--- src/sv/csc_pkg.sv ---
package csc_pkg;

    // input request: reading kind and raw converter value
    typedef struct packed {
        logic [1:0]  kind;
        logic [19:0] raw_adc;
    } csc_in_t;

    // compensated result
    typedef struct packed {
        logic signed [31:0] value;
        logic               zero_divisor;
    } csc_out_t;

    // reading kinds
    localparam logic [1:0] KIND_TEMP   = 2'd0;
    localparam logic [1:0] KIND_PRESS  = 2'd1;
    localparam logic [1:0] KIND_HUM    = 2'd2;
    localparam logic [1:0] KIND_UNUSED = 2'd3;

    // configuration register indexes
    localparam logic [2:0] REG_TEMP_TRIM    = 3'd0;
    localparam logic [2:0] REG_PRESS_TRIM_A = 3'd1;
    localparam logic [2:0] REG_PRESS_TRIM_B = 3'd2;
    localparam logic [2:0] REG_PRESS_TRIM_C = 3'd3;
    localparam logic [2:0] REG_HUM_TRIM     = 3'd4;

    // compensation constants
    localparam logic [31:0] C_64000     = 32'd64000;
    localparam logic [31:0] C_1048576   = 32'd1048576;
    localparam logic [31:0] C_3125      = 32'd3125;
    localparam logic [31:0] C_76800     = 32'd76800;
    localparam logic [31:0] C_HUM_MAX   = 32'd419430400;
    localparam logic [31:0] C_16384     = 32'd16384;
    localparam logic [31:0] C_2097152   = 32'd2097152;
    localparam logic [31:0] C_8192      = 32'd8192;
    localparam logic [31:0] C_32768     = 32'd32768;
    localparam logic [31:0] C_128       = 32'd128;
    localparam logic [31:0] C_5         = 32'd5;
    localparam logic [31:0] C_25        = 32'd25;

    // arithmetic right shift of a 32-bit pattern
    function automatic logic [31:0] sra(input logic [31:0] x, input logic [4:0] n);
        return $unsigned($signed(x) >>> n);
    endfunction

    // sign extension of trim fields
    function automatic logic [31:0] sx16(input logic [15:0] x);
        return {{16{x[15]}}, x};
    endfunction

    function automatic logic [31:0] sx12(input logic [11:0] x);
        return {{20{x[11]}}, x};
    endfunction

    function automatic logic [31:0] sx8(input logic [7:0] x);
        return {{24{x[7]}}, x};
    endfunction

endpackage

--- src/sv/csc_div.sv ---
module csc_div import csc_pkg::*; (
    input  logic        aclk,
    input  logic        aresetn,
    input  logic        start,
    input  logic [31:0] dividend,
    input  logic [31:0] divisor,
    output logic        done,
    output logic [31:0] quotient
);

    logic        busy_reg;
    logic [4:0]  count_reg;
    logic [31:0] rem_reg;
    logic [31:0] quo_reg;
    logic [31:0] div_reg;
    logic        done_reg;
    logic [32:0] rem_shift;
    logic [32:0] rem_diff;

    // one restoring step per cycle
    assign rem_shift = {rem_reg, quo_reg[31]};
    assign rem_diff  = rem_shift - {1'b0, div_reg};

    always_ff @(posedge aclk) begin
        if (!aresetn) begin
            busy_reg  <= 1'b0;
            done_reg  <= 1'b0;
            count_reg <= '0;
        end else begin
            done_reg <= 1'b0;
            if (start) begin
                busy_reg  <= 1'b1;
                count_reg <= '0;
                rem_reg   <= '0;
                quo_reg   <= dividend;
                div_reg   <= divisor;
            end else if (busy_reg) begin
                if (!rem_diff[32]) begin
                    rem_reg <= rem_diff[31:0];
                    quo_reg <= {quo_reg[30:0], 1'b1};
                end else begin
                    rem_reg <= rem_shift[31:0];
                    quo_reg <= {quo_reg[30:0], 1'b0};
                end
                count_reg <= count_reg + 5'd1;
                if (count_reg == 5'd31) begin
                    busy_reg <= 1'b0;
                    done_reg <= 1'b1;
                end
            end
        end
    end

    assign done     = done_reg;
    assign quotient = quo_reg;

endmodule

--- src/sv/climate_sensor_compensation.sv ---
// Integer compensation of temperature, pressure and humidity readings with trim
// coefficients held in APB registers (8-byte stride, 64-bit data). One request is
// worked at a time through a single shared 32x32 multiplier under a sequencer.
// Temperature has the shortest sequence and pressure the longest, since pressure
// waits on the bit-serial divider; a zero divisor is caught before the divider
// starts and returns early with zero_divisor set. A temperature request updates
// the stored fine temperature used by later pressure and humidity requests. A new
// request is taken once the previous result has been collected.
module climate_sensor_compensation import csc_pkg::*; (
    input  logic        aclk,
    input  logic        aresetn,
    input  logic        s_valid,
    output logic        s_ready,
    input  csc_in_t     s_data,
    output logic        m_valid,
    input  logic        m_ready,
    output csc_out_t    m_data,
    input  logic        psel,
    input  logic        penable,
    input  logic        pwrite,
    input  logic [5:0]  paddr,
    input  logic [63:0] pwdata,
    output logic [63:0] prdata,
    output logic        pready
);

    typedef enum logic [5:0] {
        IDLE,
        T0, T1, T2, T3, T4, T5,
        P0, P1, P2, P3, P4, P5, P6, P7, P8, P9, P10, P11, PWAIT, P13, P14, P15, P16,
        H0, H1, H2, H3, H4, H5, H6, H7, H8, H9, H10, H11, H12, H13,
        DONE
    } state_t;

    state_t      state_reg;
    logic [47:0] temp_trim_reg;
    logic [63:0] press_a_reg;
    logic [63:0] press_b_reg;
    logic [15:0] press_c_reg;
    logic [63:0] hum_trim_reg;
    logic [31:0] fine_reg;
    logic [19:0] adc_reg;
    logic [31:0] t0_reg, t1_reg, t2_reg, t3_reg;
    logic        m_valid_reg;
    csc_out_t    m_data_reg;

    logic [31:0] mul_a, mul_b, prod;
    logic [31:0] adc32, r_clamp, r_hum;
    logic        div_start, div_done;
    logic [31:0] div_quo;
    logic        wr_en;

    // trim coefficients
    logic [31:0] ct1, ct2, ct3;
    logic [31:0] cp1, cp2, cp3, cp4, cp5, cp6, cp7, cp8, cp9;
    logic [31:0] ch1, ch2, ch3, ch4, ch5, ch6;

    assign ct1 = {16'd0, temp_trim_reg[15:0]};
    assign ct2 = sx16(temp_trim_reg[31:16]);
    assign ct3 = sx16(temp_trim_reg[47:32]);
    assign cp1 = {16'd0, press_a_reg[15:0]};
    assign cp2 = sx16(press_a_reg[31:16]);
    assign cp3 = sx16(press_a_reg[47:32]);
    assign cp4 = sx16(press_a_reg[63:48]);
    assign cp5 = sx16(press_b_reg[15:0]);
    assign cp6 = sx16(press_b_reg[31:16]);
    assign cp7 = sx16(press_b_reg[47:32]);
    assign cp8 = sx16(press_b_reg[63:48]);
    assign cp9 = sx16(press_c_reg);
    assign ch1 = {24'd0, hum_trim_reg[7:0]};
    assign ch2 = sx16(hum_trim_reg[23:8]);
    assign ch3 = {24'd0, hum_trim_reg[31:24]};
    assign ch4 = sx12(hum_trim_reg[43:32]);
    assign ch5 = sx12(hum_trim_reg[55:44]);
    assign ch6 = sx8(hum_trim_reg[63:56]);

    assign adc32 = {12'd0, adc_reg};

    // configuration port
    assign pready = 1'b1;
    assign wr_en  = psel && penable && pwrite;

    always_ff @(posedge aclk) begin
        if (!aresetn) begin
            temp_trim_reg <= '0;
            press_a_reg   <= '0;
            press_b_reg   <= '0;
            press_c_reg   <= '0;
            hum_trim_reg  <= '0;
        end else if (wr_en) begin
            unique case (paddr[5:3])
                REG_TEMP_TRIM:    temp_trim_reg <= pwdata[47:0];
                REG_PRESS_TRIM_A: press_a_reg   <= pwdata;
                REG_PRESS_TRIM_B: press_b_reg   <= pwdata;
                REG_PRESS_TRIM_C: press_c_reg   <= pwdata[15:0];
                REG_HUM_TRIM:     hum_trim_reg  <= pwdata;
                default: ;
            endcase
        end
    end

    always_comb begin
        unique case (paddr[5:3])
            REG_TEMP_TRIM:    prdata = {16'd0, temp_trim_reg};
            REG_PRESS_TRIM_A: prdata = press_a_reg;
            REG_PRESS_TRIM_B: prdata = press_b_reg;
            REG_PRESS_TRIM_C: prdata = {48'd0, press_c_reg};
            REG_HUM_TRIM:     prdata = hum_trim_reg;
            default:          prdata = '0;
        endcase
    end

    // shared multiplier operand selection
    always_comb begin
        mul_a = '0;
        mul_b = '0;
        case (state_reg)
            T0: begin
                mul_a = (adc32 >> 3) - (ct1 << 1);
                mul_b = ct2;
            end
            T1: begin
                mul_a = (adc32 >> 4) - ct1;
                mul_b = (adc32 >> 4) - ct1;
            end
            T2: begin
                mul_a = sra(t1_reg, 5'd12);
                mul_b = ct3;
            end
            T4: begin
                mul_a = fine_reg;
                mul_b = C_5;
            end
            P1: begin
                mul_a = sra(t0_reg, 5'd2);
                mul_b = sra(t0_reg, 5'd2);
            end
            P2: begin
                mul_a = sra(t1_reg, 5'd11);
                mul_b = cp6;
            end
            P3: begin
                mul_a = t0_reg;
                mul_b = cp5;
            end
            P5: begin
                mul_a = cp3;
                mul_b = sra(t1_reg, 5'd13);
            end
            P6: begin
                mul_a = cp2;
                mul_b = t0_reg;
            end
            P8: begin
                mul_a = C_32768 + t0_reg;
                mul_b = cp1;
            end
            P10: begin
                mul_a = (C_1048576 - adc32) - sra(t2_reg, 5'd12);
                mul_b = C_3125;
            end
            P13: begin
                mul_a = t1_reg >> 3;
                mul_b = t1_reg >> 3;
            end
            P14: begin
                mul_a = cp9;
                mul_b = t2_reg >> 13;
            end
            P15: begin
                mul_a = t1_reg >> 2;
                mul_b = cp8;
            end
            H1: begin
                mul_a = ch5;
                mul_b = t3_reg;
            end
            H3: begin
                mul_a = t3_reg;
                mul_b = ch6;
            end
            H4: begin
                mul_a = t3_reg;
                mul_b = ch3;
            end
            H5: begin
                mul_a = sra(t1_reg, 5'd10);
                mul_b = sra(t2_reg, 5'd11) + C_32768;
            end
            H6: begin
                mul_a = sra(t1_reg, 5'd10) + C_2097152;
                mul_b = ch2;
            end
            H8: begin
                mul_a = t0_reg;
                mul_b = t1_reg;
            end
            H9: begin
                mul_a = sra(t1_reg, 5'd15);
                mul_b = sra(t1_reg, 5'd15);
            end
            H10: begin
                mul_a = sra(t2_reg, 5'd7);
                mul_b = ch1;
            end
            H12: begin
                mul_a = t1_reg >> 12;
                mul_b = C_25;
            end
            default: ;
        endcase
    end

    assign prod = mul_a * mul_b;

    // humidity clamp
    assign r_hum   = t1_reg - sra(t2_reg, 5'd4);
    assign r_clamp = r_hum[31] ? 32'd0 : ((r_hum > C_HUM_MAX) ? C_HUM_MAX : r_hum);

    // divider for the pressure quotient
    assign div_start = (state_reg == P11);

    csc_div u_div (
        .aclk     (aclk),
        .aresetn  (aresetn),
        .start    (div_start),
        .dividend (t1_reg[31] ? t1_reg : {t1_reg[30:0], 1'b0}),
        .divisor  (t0_reg),
        .done     (div_done),
        .quotient (div_quo)
    );

    // sequencer
    always_ff @(posedge aclk) begin
        if (!aresetn) begin
            state_reg   <= IDLE;
            m_valid_reg <= 1'b0;
            fine_reg    <= '0;
        end else begin
            unique case (state_reg)
                IDLE: begin
                    if (s_valid && s_ready) begin
                        adc_reg <= s_data.raw_adc;
                        unique case (s_data.kind)
                            KIND_TEMP:  state_reg <= T0;
                            KIND_PRESS: state_reg <= P0;
                            KIND_HUM: begin
                                adc_reg   <= {4'd0, s_data.raw_adc[15:0]};
                                state_reg <= H0;
                            end
                            default: begin
                                m_data_reg  <= '{value: '0, zero_divisor: 1'b0};
                                m_valid_reg <= 1'b1;
                                state_reg   <= DONE;
                            end
                        endcase
                    end
                end
                // temperature
                T0: begin t0_reg <= prod; state_reg <= T1; end
                T1: begin t1_reg <= prod; state_reg <= T2; end
                T2: begin t1_reg <= prod; state_reg <= T3; end
                T3: begin
                    fine_reg  <= sra(t0_reg, 5'd11) + sra(t1_reg, 5'd14);
                    state_reg <= T4;
                end
                T4: begin t0_reg <= prod; state_reg <= T5; end
                T5: begin
                    m_data_reg  <= '{value: sra(t0_reg + C_128, 5'd8), zero_divisor: 1'b0};
                    m_valid_reg <= 1'b1;
                    state_reg   <= DONE;
                end
                // pressure
                P0: begin t0_reg <= sra(fine_reg, 5'd1) - C_64000; state_reg <= P1; end
                P1: begin t1_reg <= prod; state_reg <= P2; end
                P2: begin t2_reg <= prod; state_reg <= P3; end
                P3: begin t3_reg <= prod; state_reg <= P4; end
                P4: begin
                    t2_reg    <= sra(t2_reg + (t3_reg << 1), 5'd2) + (cp4 << 16);
                    state_reg <= P5;
                end
                P5: begin t3_reg <= prod; state_reg <= P6; end
                P6: begin t1_reg <= prod; state_reg <= P7; end
                P7: begin
                    t0_reg    <= sra(sra(t3_reg, 5'd3) + sra(t1_reg, 5'd1), 5'd18);
                    state_reg <= P8;
                end
                P8: begin t0_reg <= prod; state_reg <= P9; end
                P9: begin
                    t0_reg <= sra(t0_reg, 5'd15);
                    if (sra(t0_reg, 5'd15) == 32'd0) begin
                        m_data_reg  <= '{value: '0, zero_divisor: 1'b1};
                        m_valid_reg <= 1'b1;
                        state_reg   <= DONE;
                    end else begin
                        state_reg <= P10;
                    end
                end
                P10: begin t1_reg <= prod; state_reg <= P11; end
                P11: state_reg <= PWAIT;
                PWAIT: begin
                    if (div_done) begin
                        t1_reg    <= t1_reg[31] ? {div_quo[30:0], 1'b0} : div_quo;
                        state_reg <= P13;
                    end
                end
                P13: begin t2_reg <= prod; state_reg <= P14; end
                P14: begin t2_reg <= prod; state_reg <= P15; end
                P15: begin t3_reg <= prod; state_reg <= P16; end
                P16: begin
                    m_data_reg <= '{value: t1_reg + sra(sra(t2_reg, 5'd12)
                                   + sra(t3_reg, 5'd13) + cp7, 5'd4), zero_divisor: 1'b0};
                    m_valid_reg <= 1'b1;
                    state_reg   <= DONE;
                end
                // humidity
                H0: begin t3_reg <= fine_reg - C_76800; state_reg <= H1; end
                H1: begin t0_reg <= prod; state_reg <= H2; end
                H2: begin
                    t0_reg <= sra((adc32 << 14) - (ch4 << 20) - t0_reg + C_16384, 5'd15);
                    state_reg <= H3;
                end
                H3: begin t1_reg <= prod; state_reg <= H4; end
                H4: begin t2_reg <= prod; state_reg <= H5; end
                H5: begin t1_reg <= prod; state_reg <= H6; end
                H6: begin t1_reg <= prod; state_reg <= H7; end
                H7: begin t1_reg <= sra(t1_reg + C_8192, 5'd14); state_reg <= H8; end
                H8: begin t1_reg <= prod; state_reg <= H9; end
                H9: begin t2_reg <= prod; state_reg <= H10; end
                H10: begin t2_reg <= prod; state_reg <= H11; end
                H11: begin t1_reg <= r_clamp; state_reg <= H12; end
                H12: begin t1_reg <= prod; state_reg <= H13; end
                H13: begin
                    m_data_reg  <= '{value: t1_reg >> 8, zero_divisor: 1'b0};
                    m_valid_reg <= 1'b1;
                    state_reg   <= DONE;
                end
                DONE: begin
                    if (m_ready) begin
                        m_valid_reg <= 1'b0;
                        state_reg   <= IDLE;
                    end
                end
                default: state_reg <= IDLE;
            endcase
        end
    end

    assign s_ready = (state_reg == IDLE);
    assign m_valid = m_valid_reg;
    assign m_data  = m_data_reg;

endmodule
--- config.mk ---
export PLATFORM = sky130hd
export DESIGN_NAME = climate_sensor_compensation
export DESIGN_NICKNAME = d
export VERILOG_FILES = /design/src/sv/csc_pkg.sv /design/src/sv/csc_div.sv /design/src/sv/climate_sensor_compensation.sv
export SDC_FILE = /design/constraint.sdc
export NUM_CORES = 2
export LEC_CHECK = 0
export ABC_AREA = 1
export BUFFER_PORTS_ARGS = -buffer_cell sky130_fd_sc_hd__buf_2
export CORE_MARGIN = 8
export CORE_UTILIZATION = 35
export CTS_CLUSTER_SIZE = 8
export DETAILED_ROUTE_END_ITERATION = 8
export PLACE_DENSITY = 0.48
export SYNTH_ARGS = -nofsm -noshare
export SYNTH_HDL_FRONTEND = slang
export SYNTH_HIERARCHICAL = 1
export SYNTH_SLANG_ARGS = --single-unit
--- constraint.sdc ---
create_clock -name aclk -period 27.4 [get_ports aclk]
set_input_delay 8.22 -clock aclk [delete_from_list [all_inputs] [get_ports aclk]]
set_output_delay 8.22 -clock aclk [all_outputs]
set_load 0.02 [all_outputs]
==> metrics.cfg <==
[setup_path]
worstReg2RegEnd=t2_reg[30]
crit_top_cell=buf_2
critPathCapture=prdata[28]
crit_path_max_incr_delay_ns=0.64
cp_data_arrival_time_ns=10.61
worst_ep_required_time_ns=19.18
cp_slowest_cell=inv_1
crit_type=in2out
worstPathMaxFanout=50
crit_chain=buf_2 -> nor3_2 -> buf_4 -> inv_1 -> o2111ai_1 -> buf_2
worstReg2RegStart=adc_reg[0]
reg2reg_depth=49
cp-end-kind=output port
rrSetupSlack_ns=14.80
start_kind=input pin
cp-startpoint=paddr[5]

[cts]
post_cts_buffers=0
cts_tree=yes
cts_hold_buffers=0
clock_latency_ns=0.78
htreeDepth=3
clk_pin_slew_worst_paths_ns=0.05
clock_path_buffers=3
post_cts_resize_count=0
clock-root-buffer=clkbuf_16
clock_sink_count=568
cts_made_buffers=84

[synth]
syn_avg_cell_area_sq_um=6.87
synth_ff_type=dfxtp_1
synth-seq-cells=568
synth_top_area_share_pct=14.0
syn_inst=9289
yosysTopAreaCell=fa_1
yosysWarningCount=6
synth.distinct_cells=65
synth-async-reset-ratio_pct=0
yosysMostFrequentCell=nand2_1
synth_common_cells=2315 x nand2_1, 1430 x inv_1, 1120 x nor2_1, 670 x o21ai_0, 514 x a21oi_1
ys_seq_area_share_pct=22.2
syn-num-nets=10300
synth-edff-count=276
synth_area_leaders=fa_1 14%, nand2_1 14%, edfxtp_1 13%
netlist_area_sq_mm=0.0638

[grt]
grt_max_degree=199
overflow=0
grt_use_total_pct=38.4
grt_pass1_wl_microns=532000
grt_pass1_vias=65400
antenna_found_initial=47

[timing]
timing.final.crit_share_pct=68.7
slew_headroom_pct=-1.12
whs_ns=0.460
max_freq_mhz=53.1
worstMarginPinSlew_ns=1.50
finalCriticalPeriod_ns=18.83
finalHoldViolCount=0
setup_tns_ns=0
maxSlewViolCount=2
final-setup-viol-count=0
fin_worst_skew_ns=0.0631
rsz0062_at_grt=false

[final_layout]
area_growth_pct=10.9
final_cells=11900
layout.nets=10500
fillers=19600
drive_gt1_share_pct=7.09
utilization_pct=39.1

[placement]
routabilityCongestion=1.09
portBuffers=194
dp_hpwl_microns=308000
dp_cells=11700

[status]
status=finished, violations left
violations=max-capacitance violations, max-slew violations

[floorplan]
ios=199
start_util_pct=35.2
core_sq_mm=0.181
rows=156
die-area_sq_mm=0.196
fp.dieW_microns=443
dieHeight_microns=443

[detailed_routing]
wl_microns=390000
wl_per_cell_microns=32.7
via_count=69000
viasPerCell=5.79
drc_errors=0
drt_iter0_drc=8499
ant_nets=0
dr.pass1.iters=6

[power]
power_density_mw_per_mm2=127
power_mw=8.99
leakage_nw=34.8
vdd.ir_drop.worst_v=0.000202

[hold_path]
hold_class=reg2reg

[run]
drv_cap=1

metrics by stage:
step,setup slack [ns],instance area [sq um]
2_1_floorplan,9.61,63800
3_3_place_gp,8.68,68100
3_5_place_dp,8.67,68100
4_1_cts,8.64,70600
5_1_grt,8.57,70700
6_report,8.57,70700
power breakdown:
group          internal (mW)  switching (mW)  leakage (nW)
Sequential              1.11           0.153          4.88
Combinational           1.79            4.87          28.6
Clock                  0.611           0.447          1.22
Total                   3.51            5.47          34.8
area by class of cell:
cell class                      instances  area [sq um]  area share, %
Inverter                             1480          5560           7.86
Sequential cell                       568         14100           20.0
Antenna cell                           34          85.1          0.120
Clock buffer                          134          2420           3.43
Tap cell                             2370          2970           4.19
Timing Repair Buffer                  404          2570           3.63
Multi-Input combinational cell       6924         42900           60.6
Clock inverter                          6           131          0.186
worst min path at each step:
stage                                from                to  slack [ns]  cells past startpoint
after floorplan           hum_trim_reg[3]   hum_trim_reg[3]        0.44                      2
after global placement          t0_reg[8]  u_div/div_reg[8]        0.44                      0
after detailed placement        t0_reg[8]  u_div/div_reg[8]        0.45                      0
after CTS                       t0_reg[8]  u_div/div_reg[8]        0.47                      0
after global routing            t0_reg[8]  u_div/div_reg[8]        0.47                      0
final                           t0_reg[8]  u_div/div_reg[8]        0.46                      0
cells by family after synthesis:
group	Yosys count	share of synthesized area, %
xor+xnor	187	2.57
simple gates	4265	27.7
buf+inv	1797	10.8
other cells	1	0.00588
compound gates	1579	14.0
fa+ha+maj	892	22.7
flops	568	22.2
critical path, delay by kind of cell:
family	cells	cell delay, ns
AO/OA/AOI/OAI	1	0.55
buffers and inverters	4	1.66
AND/OR/NAND/NOR	1	0.15
layout by cell type, fill, tap and decap left out, types with 276 or more instances in the layout:
master	n
fa_1	446
a21oi_1	514
inv_1	1428
ha_1	446
nand3_1	408
dfxtp_1	292
o21ai_0	669
edfxtp_1	276
nand2_1	2313
nor2_1	1109
metal layers:
| layer | vias up | part of all wire [%] | global-route usage [%] |
|---|---|---|---|
| met5 | - | 0.028 | 0 |
| met4 | 16 | 9.8 | 29.2 |
| met3 | 1145 | 9.8 | 10.5 |
| met2 | 3914 | 42 | 57.1 |
| met1 | 33600 | 39 | 47.2 |
| li1 | 30400 | - | - |
No activity file was read; power rests on OpenSTA's default activity.
